**src/sv/pal_pkg.sv**
```systemverilog
// Shared constants, command and status codes, and cell control types of the array list.
package pal_pkg;

    localparam int DEPTH  = 64;
    localparam int WORD_W = 32;
    localparam int CNT_W  = 7;
    localparam int IDX_W  = 6;
    localparam int CMD_W  = 3;
    localparam int STAT_W = 3;
    localparam int LEAVES = 1 << IDX_W;

    typedef logic [WORD_W-1:0] word_t;
    typedef logic [CNT_W-1:0]  cnt_t;
    typedef logic [IDX_W-1:0]  idx_t;

    typedef enum logic [CMD_W-1:0] {
        CMD_CLEAR  = 3'd0,
        CMD_APPEND = 3'd1,
        CMD_READ   = 3'd2,
        CMD_INSERT = 3'd3,
        CMD_DELETE = 3'd4,
        CMD_SEARCH = 3'd5
    } cmd_t;

    typedef enum logic [STAT_W-1:0] {
        STAT_OK        = 3'd0,
        STAT_INVALID   = 3'd1,
        STAT_FULL      = 3'd2,
        STAT_EMPTY     = 3'd3,
        STAT_NOT_FOUND = 3'd4,
        STAT_FOUND     = 3'd5
    } status_t;

    typedef enum logic [1:0] {
        CELL_HOLD   = 2'd0,
        CELL_INSERT = 2'd1,
        CELL_DELETE = 2'd2,
        CELL_ROTATE = 2'd3
    } cell_op_t;

    typedef struct packed {
        cell_op_t op;
        cnt_t     pos;
        cnt_t     count;
        word_t    data;
        logic     cmp;
    } cell_ctrl_t;

endpackage

```
**src/sv/pal_cell.sv**
```systemverilog
// One storage cell of the list chain: holds one entry and its search match flag.
module pal_cell
    import pal_pkg::*;
(
    input  logic       aclk,
    input  cnt_t       cell_idx,
    input  cell_ctrl_t ctrl,
    input  word_t      left_val,
    input  word_t      right_val,
    output word_t      val,
    output logic       match
);

    word_t val_reg;
    word_t val_next;
    logic  match_reg;
    logic  match_next;

    always_comb begin
        val_next   = val_reg;
        match_next = match_reg;
        unique case (ctrl.op)
            CELL_HOLD: begin
            end
            CELL_INSERT: begin
                if (cell_idx == ctrl.pos) begin
                    val_next = ctrl.data;
                end else if (cell_idx > ctrl.pos) begin
                    val_next = left_val;
                end
            end
            CELL_DELETE: begin
                if (cell_idx >= ctrl.pos) begin
                    val_next = right_val;
                end
            end
            CELL_ROTATE: begin
                val_next = right_val;
            end
            default: begin
            end
        endcase
        if (ctrl.cmp) begin
            match_next = (val_reg == ctrl.data) && (cell_idx < ctrl.count);
        end
    end

    always_ff @(posedge aclk) begin
        val_reg   <= val_next;
        match_reg <= match_next;
    end

    assign val   = val_reg;
    assign match = match_reg;

endmodule

```
**config.mk**
```make
export PLATFORM = sky130hd
export DESIGN_NAME = pal_cell
export DESIGN_NICKNAME = d
export VERILOG_FILES = /design/src/sv/pal_pkg.sv /design/src/sv/pal_cell.sv
export SDC_FILE = /design/constraint.sdc
export NUM_CORES = 1
export LEC_CHECK = 0
export BUFFER_PORTS_ARGS = -buffer_cell sky130_fd_sc_hd__buf_2
export CORE_MARGIN = 4
export CORE_UTILIZATION = 45
export CTS_CLUSTER_SIZE = 12
export DETAILED_ROUTE_END_ITERATION = 12
export PLACE_DENSITY = 0.88
export SLEW_MARGIN = 20
export SYNTH_ARGS = -nofsm -noshare
export SYNTH_HDL_FRONTEND = slang
export SYNTH_SLANG_ARGS = --single-unit
```
**constraint.sdc**
```tcl
create_clock -name aclk -period 5.7 [get_ports aclk]
set_clock_uncertainty 0.1 [all_clocks]
set_input_delay 0.285 -clock aclk [delete_from_list [all_inputs] [get_ports aclk]]
set_output_delay 0.285 -clock aclk [all_outputs]
set_load 0.01 [all_outputs]
```
==> impl_results.md <==
- Initial antenna violation count: 0
- Placed cell area: 3180 µm²
- Max Cap Violations: 0
- Post-synthesis register bit count: 33
- H-tree Lvls: 2
- CP endpoint kind: flip-flop
- Via-to-Cell Ratio: 4.90
- Synth cell types: 26
- Ports: 154
- GR Overflow Total: 0
- RSZ-0062 raised after global routing: no
- Drt wl/cell: 14.6 µm
- Post-Synthesis Net Count: 362
- Sequential cell area fraction in the yosys report: 42.1%
- DP Wirelength: 5390 µm
- TNS Setup: 0 ns
- Tmin final: 2.10 ns
- Post-CTS Setup Bufs: 0
- Final GP Congestion: 0.765
- CP bufs+invs: 2
- Top_reg_cell synth: edfxtp_1
- Final ANT Viol Nets: 0
- Pwr Density: 217 nW/µm²
- Slew HR: 55.3%
- CP top delay family: simple AND/OR/NAND/NOR gates
- Syn Area/Cell: 10.3 µm²
- Clk Latency, worst-skew pair: 0.28 ns
- Ys Warns: 0
- Clock Root Buffer: clkbuf_8
- Worst Setup SP: cell_idx[6]
- CP max FO: 17
- Clock transition at path regs: 0.07 ns
- Setup CP Type: in -> reg
- Die area: 6460 µm²
- Async S/R FF share, synth: 0%
- Worst slack at placement: 3.30 ns
- Status: finished, final reports clean
- CTS hold repair buffers: 0
- Setup ws final: 3.60 ns
- CTS Sinks: 33
- Total GRT Usage: 20.2%
- Ant diodes: 0
- Startpoint Class: input port
- Die X: 80.4 µm
- EDFF count, synth: 33
- Cells after Synth: 228
- Commonest non-fill, non-tap cells in the layout: buf_2, edfxtp_1, mux2i_1, nand2_1, o21ai_1
- Hold Crit Class: in -> reg
- CP max stage delay: 0.57 ns
- 1st-iter DRT viols: 103
- Number of flip-flops in the largest register: 32
- Initial DRT Pass Iterations: 4
- Clock buffer depth: 2
- Commonest non-fill, non-tap cell in the layout: buf_2
- Crit path cell chain: buf_2, ha_1, nand4_2, nor2_4, buf_16, mux2i_1, o21ai_0
- Vias: 2209
- Rows: 26
- Area delta synth->final: 38.2%
- Initial Util: 46.4%
- Fin nets: 515
- Lkg Pwr: 1.50 nW
- R2r startpoint: val[30]$_DFFE_PP_
- Port bufs: 153
- CTS tree: built
- Routed WL: 6560 µm
- Min-delay src: ctrl[0]
- Post-CTS Resized: 0
- Final worst hold slack: 0.106 ns
- Drc violations: 0
- Period utilization: 36.8%
- Vias in the first global route: 2243
- Total CTS buffers: 5
- Max-slew violation count: 0
- Final setup violation count: 0
- Crit path arrival time: 2.00 ns
- Synthesized area: 2360 µm²
- Slowest-stage cell, CP: nor2_4
- Vert. Die Dim: 80.4 µm
- Pin count of the biggest net entering global routing: 66
- CORE AREA: 5070 µm²
- Final Hold Viols: 0
- CP required: 5.60 ns
- Highest clock rate: 476 MHz
- Worst vdd ir: 0.153 mV
- Final instance area: 3260 µm²
- Layout cell share with drive strength beyond 1: 42.8%
- First-pass GRT wire length: 9980 µm
- Slew @ Worst Pin: 0.669 ns
## final timing paths
kind	to	slack, ns	cells after the start
worst max-delay path	val[31]$_DFFE_PP_	3.60	7
worst min-delay path	match$_DFFE_PP_	0.11	1
worst max register to register	match$_DFFE_PP_	4.16	5
worst min register to register	match$_DFFE_PP_	0.76	4
## metrics by stage
step                utilization (%)  instances  power [mW]
finish                         64.2        451       0.706
global route                   64.2        451       0.750
CTS                            64.2        451       0.714
detailed placement             62.7        444       0.551
global placement               62.1        443       0.543
floorplan                         -        228       0.442
## layer usage
metal | track usage (%) | share of wire [%]
met1 | 21.5 | 37
met2 | 38.2 | 52
met3 | 5.27 | 9.2
met4 | 6.08 | 1.1
met5 | 0 | 0
## layout make-up
class | count | area (µm²)
fill | 436 | 1820
multi-input combinational | 172 | 1240
sequential | 33 | 991
timing repair buffer | 156 | 808
tap | 70 | 87.6
clock buffer | 6 | 72.6
inverter | 13 | 48.8
clock inverter | 1 | 3.75
## logic make-up after synthesis
group                    share of synthesized area [%]
AO/OA/AOI/OAI                                     9.29
flip-flops                                        42.1
buffers and inverters                             5.10
XOR/XNOR                                          11.9
adder cells (fa/ha/maj)                           7.33
multiplexers                                      13.6
AND/OR/NAND/NOR                                   10.7
## report_power, final
part           internal, mW  switching, mW
clock                0.0823         0.0801
sequential            0.313         0.0242
combinational        0.0977          0.108
total                 0.493          0.212
## cells in the mapped netlist, types with 2 or more instances
cell type,number,share of area (%)
edfxtp_1,33,42
mux2i_1,32,14
nand2_1,32,5.1
o21ai_1,30,6.4
xor2_1,28,10
ha_1,13,6.9
inv_1,13,2.1
clkbuf_1,7,1.1
nor4_1,6,1.6
xnor2_1,4,1.5
a21oi_1,3,0.64
buf_8,3,1.9
nand3_1,3,0.64
nand4_1,3,0.80
nor3_1,3,0.64
o21ai_0,3,0.64
a21o_1,2,0.64
nand2b_1,2,0.53
Power figures use the tool's default switching activity.
