<file path="config.mk">
export PLATFORM = sky130hd
export DESIGN_NAME = pal_first
export DESIGN_NICKNAME = d
export VERILOG_FILES = /design/src/sv/pal_pkg.sv /design/src/sv/pal_first.sv
export SDC_FILE = /design/constraint.sdc
export NUM_CORES = 1
export LEC_CHECK = 0
export ABC_AREA = 1
export BUFFER_PORTS_ARGS = -buffer_cell sky130_fd_sc_hd__buf_4
export CORE_MARGIN = 2
export CORE_UTILIZATION = 43
export DETAILED_ROUTE_END_ITERATION = 12
export GPL_ROUTABILITY_DRIVEN = 0
export PLACE_DENSITY = 0.83
export SLEW_MARGIN = 40
export SYNTH_ARGS = -nofsm -noshare
export SYNTH_HDL_FRONTEND = slang
export SYNTH_SLANG_ARGS = --single-unit
</file>
<file path="constraint.sdc">
create_clock -name vclk -period 1.2
set_input_delay 0.12 -clock vclk [all_inputs]
set_output_delay 0.12 -clock vclk [all_outputs]
set_load 0.05 [all_outputs]
</file>
<file path="src/sv/pal_pkg.sv">
// Shared constants, command and status codes, and cell control types of the array list.
package pal_pkg;

    localparam int DEPTH  = 64;
    localparam int WORD_W = 32;
    localparam int CNT_W  = 7;
    localparam int IDX_W  = 6;
    localparam int CMD_W  = 3;
    localparam int STAT_W = 3;
    localparam int LEAVES = 1 << IDX_W;

    typedef logic [WORD_W-1:0] word_t;
    typedef logic [CNT_W-1:0]  cnt_t;
    typedef logic [IDX_W-1:0]  idx_t;

    typedef enum logic [CMD_W-1:0] {
        CMD_CLEAR  = 3'd0,
        CMD_APPEND = 3'd1,
        CMD_READ   = 3'd2,
        CMD_INSERT = 3'd3,
        CMD_DELETE = 3'd4,
        CMD_SEARCH = 3'd5
    } cmd_t;

    typedef enum logic [STAT_W-1:0] {
        STAT_OK        = 3'd0,
        STAT_INVALID   = 3'd1,
        STAT_FULL      = 3'd2,
        STAT_EMPTY     = 3'd3,
        STAT_NOT_FOUND = 3'd4,
        STAT_FOUND     = 3'd5
    } status_t;

    typedef enum logic [1:0] {
        CELL_HOLD   = 2'd0,
        CELL_INSERT = 2'd1,
        CELL_DELETE = 2'd2,
        CELL_ROTATE = 2'd3
    } cell_op_t;

    typedef struct packed {
        cell_op_t op;
        cnt_t     pos;
        cnt_t     count;
        word_t    data;
        logic     cmp;
    } cell_ctrl_t;

endpackage

</file>
<file path="src/sv/pal_first.sv">
// Binary tree that finds the lowest cell whose match flag is set.
module pal_first
    import pal_pkg::*;
(
    input  logic [DEPTH-1:0] match,
    output logic             found,
    output idx_t             first_idx
);

    logic node_f  [1:2*LEAVES-1];
    idx_t node_ix [1:2*LEAVES-1];

    for (genvar i = 0; i < LEAVES; i++) begin : g_leaf
        if (i < DEPTH) begin : g_used
            assign node_f[LEAVES+i] = match[i];
        end else begin : g_pad
            assign node_f[LEAVES+i] = 1'b0;
        end
        assign node_ix[LEAVES+i] = IDX_W'(i);
    end

    // the lower half wins, so the first match rises to the root
    for (genvar n = 1; n < LEAVES; n++) begin : g_node
        assign node_f[n]  = node_f[2*n] | node_f[2*n+1];
        assign node_ix[n] = node_f[2*n] ? node_ix[2*n] : node_ix[2*n+1];
    end

    assign found     = node_f[1];
    assign first_idx = node_ix[1];

endmodule

</file>
==> metrics.cfg, run 1 <==
[logic_synthesis]
syn_nets = 283
yosysMostFrequentCell = nand2_1
synth_warnings = 0
synth_top_area_share_pct = 28.4
post_synth_inst_count = 219
synth_cell_types = 18
syn_area_per_cell_um2 = 4.47
netlist_area_um2 = 978
ys_top_cells_by_area = nand2_1, inv_1, nor2_1
yosys.area.top_type = nand2_1
ys_seq_area_share_pct = 0
synth_common_cells = nand2_1, inv_1, nor2_1

[floorplan]
start_util_pct = 44.7
fp-row-count = 17
pin_count = 71
die-height_um = 51.7
die_w_um = 51.7

[run_status]
haltStage = clock tree synthesis (4_1_cts)
toolErrorMsg = [ERROR DPL-0033] detailed placement checks failed during check placement.
status = did not finish

[placement]
dp_hpwl_um = 2770
portBuffers = 71

[clocking]
cts_setup_buffers = 13
ctsHoldBuffers = 0
postCtsResizedCells = 66

-- cells by family after synthesis --
kind of cell	synth area share [%]
and+or+nand+nor	63.2
buffers and inverters	21.5
AOI/OAI and AO/OA	15.3
-- through the flow --
stage | TNS, ns | std cells | hold slack [ns] | worst slack (ns) | cell area, µm²
after floorplan | -1.08 | 219 | 0.446 | -0.343 | 1050
after global placement | -1.10 | 353 | 0.657 | -0.216 | 1880
after detailed placement | -1.27 | 353 | 0.641 | -0.242 | 1880
==> run 2: changes to the inputs <==
--- a/config.mk
+++ b/config.mk
@@ -7,11 +7,11 @@
 export LEC_CHECK = 0
 export ABC_AREA = 1
 export BUFFER_PORTS_ARGS = -buffer_cell sky130_fd_sc_hd__buf_4
-export CORE_MARGIN = 2
-export CORE_UTILIZATION = 43
+export CORE_AREA = 2 2 63 65
 export DETAILED_ROUTE_END_ITERATION = 12
+export DIE_AREA = 0 0 65 67
 export GPL_ROUTABILITY_DRIVEN = 0
-export PLACE_DENSITY = 0.83
+export PLACE_DENSITY_LB_ADDON = 0.15
 export SLEW_MARGIN = 40
 export SYNTH_ARGS = -nofsm -noshare
 export SYNTH_HDL_FRONTEND = slang
==> run 2 against run 1 <==
  * The flow now finishes, with violations (negative setup slack)
  * Area after synthesis unchanged
  * Synthesized cell count unchanged
==> metrics.cfg, run 2 <==
[logic_synthesis]
syn_area_per_cell_um2 = 4.47
post_synth_inst_count = 219
synth_cell_types = 18
ys_seq_area_share_pct = 0
synth_warnings = 0
syn_nets = 283
yosys.area.top_type = nand2_1
netlist_area_um2 = 978
yosysMostFrequentCell = nand2_1
ys_top_cells_by_area = nand2_1, inv_1, nor2_1
synth_common_cells = nand2_1, inv_1, nor2_1
synth_top_area_share_pct = 28.4

[pwr]
seq_power_share_pct = 0
vdd_drop_max_v = 0.000119
pwr-share-clk_pct = 0
p_per_area_nw_per_um2 = 248
netSwitchingPower_uw = 250
p_int_uw = 314
p_leak_uw = 0.00123
power_frac_comb_pct = 100.0
power.total_uw = 564
p_sw_share_pct = 44.3

[floorplan]
start_util_pct = 27.1
pin_count = 71
fp-row-count = 22
die-height_um = 67
core_um2 = 3610
die-area_um2 = 4360
die_w_um = 65

[global_route]
antenna_found_initial = 0
gr-usage-all-layers_pct = 13.8
grt_max_degree = 7
grt_pass1_wl_um = 5110
grt_pass1_vias = 1400
grt_remaining_overflow = 0

[placement]
post_dp_cell_area_um2 = 1880
portBuffers = 71
dp_hpwl_um = 2610
pre_cts_slack_ns = -0.228

[route]
postRouteAntennaNets = 0
drtIter0Drc = 35
wl_per_cell_um = 8.30
viasPerCell = 4.26
wl_met2_um = 1680
wl_met1_um = 1270
finalWirelength_um = 3160
top_layer = met4
vias = 1624
wl_met3_um = 191
post-route-drc-count = 0
dr.pass1.iters = 4

[final_layout]
areaGrowthSynthToFinish_pct = 133
clkbuf_count = 0
nNetsFinal = 399
final_area_um2 = 2280
post-route-util_pct = 63.2
seq_area_um2 = 0
drive_above_1_share_pct = 59.2
final_common_cell = buf_4
antenna_cells = 0
seq_cells = 0
mostFrequentLayoutCells = buf_4, nand2_1, inv_1

[timing]
slew_violations = 0
tns_ns = -0.534
fin_crit_ns = 1.33
hold_violations = 0
clock.fmax_ghz = 0.752
worst_slack_ns = -0.129
min_period_over_period_pct = 111
worst_slew_pin_slew_ns = 0.235
final-setup-viol-count = 6
max_slew_margin_pct = 84.2
rsz0062_at_grt = true

[worst_hold_path]
worst_hold_path_type = input pin to output pin

[run_status]
status = complete, but fails checks
violations = negative setup slack

[critical_path]
worstSetupPathType = input pin to output pin
cp-start-kind = input pin
setup.worst_path.end_class = output pin
cp_data_required_time_ns = 1.08
cp.arrival_ns = 1.21
worst-path-max-fanout = 6

[clocking]
ctsHoldBuffers = 0

[run]
maxCapViolCount = 0

[run 2: cell counts after synthesis]
No cell type changed its count.
[run 2: final timing paths]
| kind | from | endpoint | slack, ns | cells past startpoint |
|---|---|---|---|---|
| max | match[11] | first_idx[1] | -0.13 | 9 |
| min | match[63] | found | 0.62 | 4 |
[run 2: area by class of cell]
class	count	area, µm²
Fill cell	352	1330
Inverter	56	223
Multi-Input combinational cell	163	1040
Tap cell	48	60.1
Timing Repair Buffer	114	957
[run 2: timing repair]
action | CTS | global route
setup buffers | 6 | 6
resized for setup | 55 | 46
endpoints found under the setup margin | 7 | 7
pin swaps | 13 | 29
[run 2: power groups by stage]
stage          clock (µW)  sequential [µW]  combinational, µW
3_5_place_dp            0                0                464
4_1_cts                 0                0                515
6_report                0                0                564
2_1_floorplan           0                0                192
5_1_grt                 0                0                620
3_3_place_gp            0                0                462
[run 2: cell families after synthesis]
family                 synth area share [%]
AND/OR/NAND/NOR                        63.2
buffers and inverters                  21.5
AO/OA/AOI/OAI                          15.3
[run 2: through the flow]
step                      instances  hold WS [ns]
after floorplan                 219         0.446
after global placement          370         0.625
after detailed placement        370         0.636
after CTS                       376         0.622
after global routing            381         0.645
final                           381         0.623
[run 2: critical path, cell delays in order]
cell and delay, ns:
buf_6 0.10, inv_4 0.05, nand2_4 0.05, nor2_4 0.17, nand4_4 0.14, nor2_4 0.22, nand3_2 0.12, nand2_4 0.09
buf_8 0.14
[run 2: layer usage]
| layer | track usage [%] | up-vias |
|---|---|---|
| met5 | 0 | - |
| met1 | 17.3 | 687 |
| met4 | 1.60 | 0 |
| met3 | 0.676 | 2 |
| met2 | 26.3 | 41 |
| li1 | - | 894 |
Power figures use the tool's default switching activity.
==> run 3: changes to the inputs <==
--- a/config.mk
+++ b/config.mk
@@ -5,13 +5,13 @@
 export SDC_FILE = /design/constraint.sdc
 export NUM_CORES = 1
 export LEC_CHECK = 0
-export ABC_AREA = 1
 export BUFFER_PORTS_ARGS = -buffer_cell sky130_fd_sc_hd__buf_4
 export CORE_AREA = 2 2 63 65
 export DETAILED_ROUTE_END_ITERATION = 12
 export DIE_AREA = 0 0 65 67
 export GPL_ROUTABILITY_DRIVEN = 0
 export PLACE_DENSITY_LB_ADDON = 0.15
+export RECOVER_POWER = 100
 export SLEW_MARGIN = 40
 export SYNTH_ARGS = -nofsm -noshare
 export SYNTH_HDL_FRONTEND = slang
==> run 3 against run 2 <==
  * The run still ends with negative setup slack left
  * Utilization shrank 2.5 points
  * Largest cell class is now buffers
  * Die area unchanged
  * Highest routed layer is now met3
  * Area after synthesis fell by 24%
  * Critical path depth shrank 2
  * Non-clock buffer count grew 28
  * Power is 1.5% higher
==> metrics.cfg, run 3 <==
[route]
top_layer = met3
wl_met1_um = 1450
wl_met3_um = 202
viasPerCell = 4.73
vias = 1448
drtIter0Drc = 16
postRouteAntennaNets = 0
dr.pass1.iters = 4
wl_met2_um = 2250
finalWirelength_um = 3900
post-route-drc-count = 0
wl_per_cell_um = 12.7

[final_layout]
antenna_cells = 0
drive_above_1_share_pct = 68.2
areaGrowthSynthToFinish_pct = 193
final_common_cell = buf_4
n_fill_cell = 325
multi_input_area_um2 = 930
final_area_um2 = 2190
clkbuf_count = 0
nNetsFinal = 324
mostFrequentLayoutCells = buf_4, buf_6, nor2_1
seq_area_um2 = 0
post-route-util_pct = 60.7
seq_cells = 0

[worst_hold_path]
worst_hold_path_type = input pin to output pin

[critical_path]
worstSetupPathType = input pin to output pin
slowest_delay_ns = 0.53
cp_slowest_cell = or4_4
path_cells = buf_6 -> or4_4 -> nand2b_4 -> nor3_4 -> o31ai_2 -> o311a_4 -> buf_8
cp_num_buf_inv = 2
cp-start-kind = input pin
crit_family = simple AND/OR/NAND/NOR gates
setup.worst_path.end_class = output pin
cp_data_required_time_ns = 1.08
cp.arrival_ns = 1.73
worst-path-max-fanout = 2

[run_status]
violations = negative setup slack
status = complete, but fails checks

[logic_synthesis]
netlist_area_um2 = 747
synth_top_area_share_pct = 10.1
yosys.area.top_type = nor2_1
synth_common_cells = nor2_1, a21oi_1, nor3_1
synth_warnings = 0
syn_nets = 180
ys_seq_area_share_pct = 0
synth_cell_types = 34
post_synth_inst_count = 116
yosysMostFrequentCell = nor2_1
ys_top_cells_by_area = nor2_1, nor4_2, a21oi_1
syn_area_per_cell_um2 = 6.44

[floorplan]
core_um2 = 3610
die-height_um = 67
start_util_pct = 20.7
die_w_um = 65
pin_count = 71
fp-row-count = 22
die-area_um2 = 4360

[timing]
min_period_over_period_pct = 154
tns_ns = -3.58
hold_violations = 0
clock.fmax_ghz = 0.540
worst_slew_pin_slew_ns = 0.480
slew_violations = 0
rsz0062_at_grt = true
final-setup-viol-count = 7
fin_crit_ns = 1.85
max_slew_margin_pct = 67.7
worst_slack_ns = -0.651
whs_ns = 0.619

[global_route]
grt_pass1_vias = 1517
grt_remaining_overflow = 0
grt_pass1_wl_um = 6020
gr-usage-all-layers_pct = 17.1
grt_max_degree = 6
antenna_found_initial = 0

[pwr]
p_per_area_nw_per_um2 = 262
p_leak_uw = 0.00101
vdd_drop_max_v = 0.000163

[clocking]
ctsHoldBuffers = 0

[placement]
post_dp_cell_area_um2 = 1900
portBuffers = 71
dp_hpwl_um = 3270

[run]
maxCapViolCount = 0

[run 3: cell count changes after synthesis, sizes merged, moves of 4 or more]
cell / previous run / this run
nor4: 1 / 13
nor2: 34 / 20
inv: 56 / 11
nand3: 19 / 1
nor3: 1 / 13
nand2: 76 / 5
o21ai: 11 / 6
nor2b: 0 / 5
o31ai: 0 / 4
[run 3: area by class of cell]
class / instances / area share, %
Timing Repair Buffer: 142 / 52.9
Multi-Input combinational cell: 105 / 42.5
Tap cell: 48 / 2.75
Inverter: 11 / 1.89
[run 3: timing repair]
item,in CTS,in global routing
setup buffers,0,2
pin swaps,13,13
resized for setup,30,26
setup endpoints to repair,7,7
gates cloned,0,0
[run 3: layer usage]
layer	global-route usage, %	up-vias
met2	38.4	33
met3	1.69	0
met4	0	0
met1	17.2	674
li1	-	741
met5	0	-
[run 3: through the flow]
step,cells,power [µW],setup WS (ns)
final,306,572,-0.651
after global routing,306,615,-0.708
after CTS,304,531,-0.664
after detailed placement,304,500,-0.693
after global placement,304,483,-0.693
after floorplan,116,113,-0.973
[run 3: where the power goes]
part           internal (µW)  switching [µW]  leakage (µW)  total (µW)
clock                      0               0             0           0
sequential                 0               0             0           0
combinational            339             233       0.00101         572
total                    339             233       0.00101         572
[run 3: final timing paths]
check | cells after the start | startpoint | to
max | 7 | match[22] | first_idx[0]
min | 4 | match[63] | found
[run 3: cells by family (layout without fill, tap and decap cells)]
kind of cell | count (synthesis) | after routing | share of synthesized area (%)
AO/OA/AOI/OAI | 40 | 40 | 37.0
AND/OR/NAND/NOR | 65 | 65 | 57.5
buffers and inverters | 11 | 153 | 5.53
==> run 4: changes to the inputs <==
--- a/config.mk
+++ b/config.mk
@@ -5,10 +5,11 @@
 export SDC_FILE = /design/constraint.sdc
 export NUM_CORES = 1
 export LEC_CHECK = 0
+export ABC_AREA = 1
 export BUFFER_PORTS_ARGS = -buffer_cell sky130_fd_sc_hd__buf_4
-export CORE_AREA = 2 2 63 65
+export CORE_AREA = 5 5 66 68
 export DETAILED_ROUTE_END_ITERATION = 12
-export DIE_AREA = 0 0 65 67
+export DIE_AREA = 0 0 71 73
 export GPL_ROUTABILITY_DRIVEN = 0
 export PLACE_DENSITY_LB_ADDON = 0.15
 export RECOVER_POWER = 100
==> run 4 against run 3 <==
  * The flow still finishes with violations (negative setup slack)
  * Utilization is essentially flat
  * Sequential share of layout area did not move
  * Setup slack gained 0.54 ns
  * Power shrank 0.15%
  * Via count is 14% higher
  * Sequential cell count is the same
  * Combinational power is essentially flat
  * Largest cell class is now multi-input gates
  * Largest power group unchanged
==> metrics.cfg, run 4 (synthesized netlist as in run 2, its figures left out) <==
[run_status]
status = complete, but fails checks
violations = negative setup slack

[route]
vias = 1648
viasPerCell = 4.24
postRouteAntennaNets = 0
post-route-drc-count = 0
dr.pass1.iters = 4
finalWirelength_um = 3630
wl_per_cell_um = 9.32
drtIter0Drc = 60

[final_layout]
seq_area_um2 = 0
seq_cells = 0
drive_above_1_share_pct = 60.2
multi_input_area_um2 = 1020
nNetsFinal = 405
n_fill_cell = 406
areaGrowthSynthToFinish_pct = 136
antenna_cells = 0
mostFrequentLayoutCells = buf_4, nand2_1, inv_1
clkbuf_count = 0
final_common_cell = buf_4

[placement]
portBuffers = 71
dp_hpwl_um = 2910
pre_cts_slack_ns = -0.252

[timing]
whs_ns = 0.636
min_period_over_period_pct = 109
final-setup-viol-count = 7
hold_violations = 0
max_slew_margin_pct = 82.0
worst_slack_ns = -0.109
worst_slew_pin_slew_ns = 0.267
slew_violations = 0
clock.fmax_ghz = 0.764
rsz0062_at_grt = true
fin_crit_ns = 1.31

[critical_path]
cp_common_cell = buf_4
cp_slowest_cell = buf_8
setup.worst_path.end_class = output pin
cp_data_required_time_ns = 1.08
worst-path-max-fanout = 2
slowest_delay_ns = 0.14
cp-start-kind = input pin
path_cells = buf_6 -> nor2_4 -> buf_4 -> buf_4 -> buf_4 -> buf_4 -> nand3_2 -> nand3_2 -> nand3_2 -> nand2_4 -> buf_8
cp.arrival_ns = 1.19
worstSetupPathType = input pin to output pin

[global_route]
gr-usage-all-layers_pct = 12.4
grt_remaining_overflow = 0
antenna_found_initial = 0
grt_pass1_vias = 1469
grt_pass1_wl_um = 5660
grt_max_degree = 6

[floorplan]
die_w_um = 71
die-height_um = 73
start_util_pct = 25.8
core_um2 = 3800
die-area_um2 = 5180
fp-row-count = 23
pin_count = 71

[clocking]
ctsHoldBuffers = 0

[run]
maxCapViolCount = 0

[pwr]
vdd_drop_max_v = 0.000109
p_per_area_nw_per_um2 = 248
p_leak_uw = 0.00127
power.total_uw = 572

[worst_hold_path]
worst_hold_path_type = input pin to output pin
hold_path_depth = 4

[run 4: critical path, delay by kind of cell]
kind,cells,cell delay [ns]
buffers and inverters,6,0.63
and+or+nand+nor,5,0.44
[run 4: repair_timing]
action	in CTS	in global routing
pin swaps	22	42
buffers inserted	7	6
gates resized for setup	45	49
endpoints found under the setup margin	7	7
[run 4: final timing paths]
kind              startpoint            to  slack (ns)
setup / recovery   match[17]  first_idx[1]       -0.11
hold / removal     match[63]         found        0.64
[run 4: area by class of cell]
type	count	share of cell area (%)
Multi-Input combinational cell	163	44.4
Timing Repair Buffer	120	43.5
Inverter	56	9.45
Tap cell	50	2.71
[run 4: metal layers]
| metal | vias up | GRT usage, % | part of all wire [%] |
|---|---|---|---|
| met1 | 700 | 16.0 | 41 |
| met3 | 0 | 1.24 | 6.6 |
| met5 | - | 0 | 0 |
| li1 | 903 | - | - |
| met2 | 45 | 23.5 | 53 |
| met4 | 0 | 0 | 0 |
[run 4: stage by stage]
step | util [%] | std cells | instance area [µm²] | TNS (ns)
after global placement | 50.4 | 376 | 1910 | -1.36
after floorplan | - | 219 | 1050 | -1.08
after detailed placement | 50.4 | 376 | 1910 | -1.37
after global routing | 60.7 | 389 | 2300 | -1.12
after CTS | 55.8 | 383 | 2120 | -0.966
final | 60.7 | 389 | 2300 | -0.611
[run 4: report_power, final]
part	leakage, µW	total [µW]	switching, µW	internal (µW)
logic	0.00127	572	251	321
registers	0	0	0	0
clock network	0	0	0	0
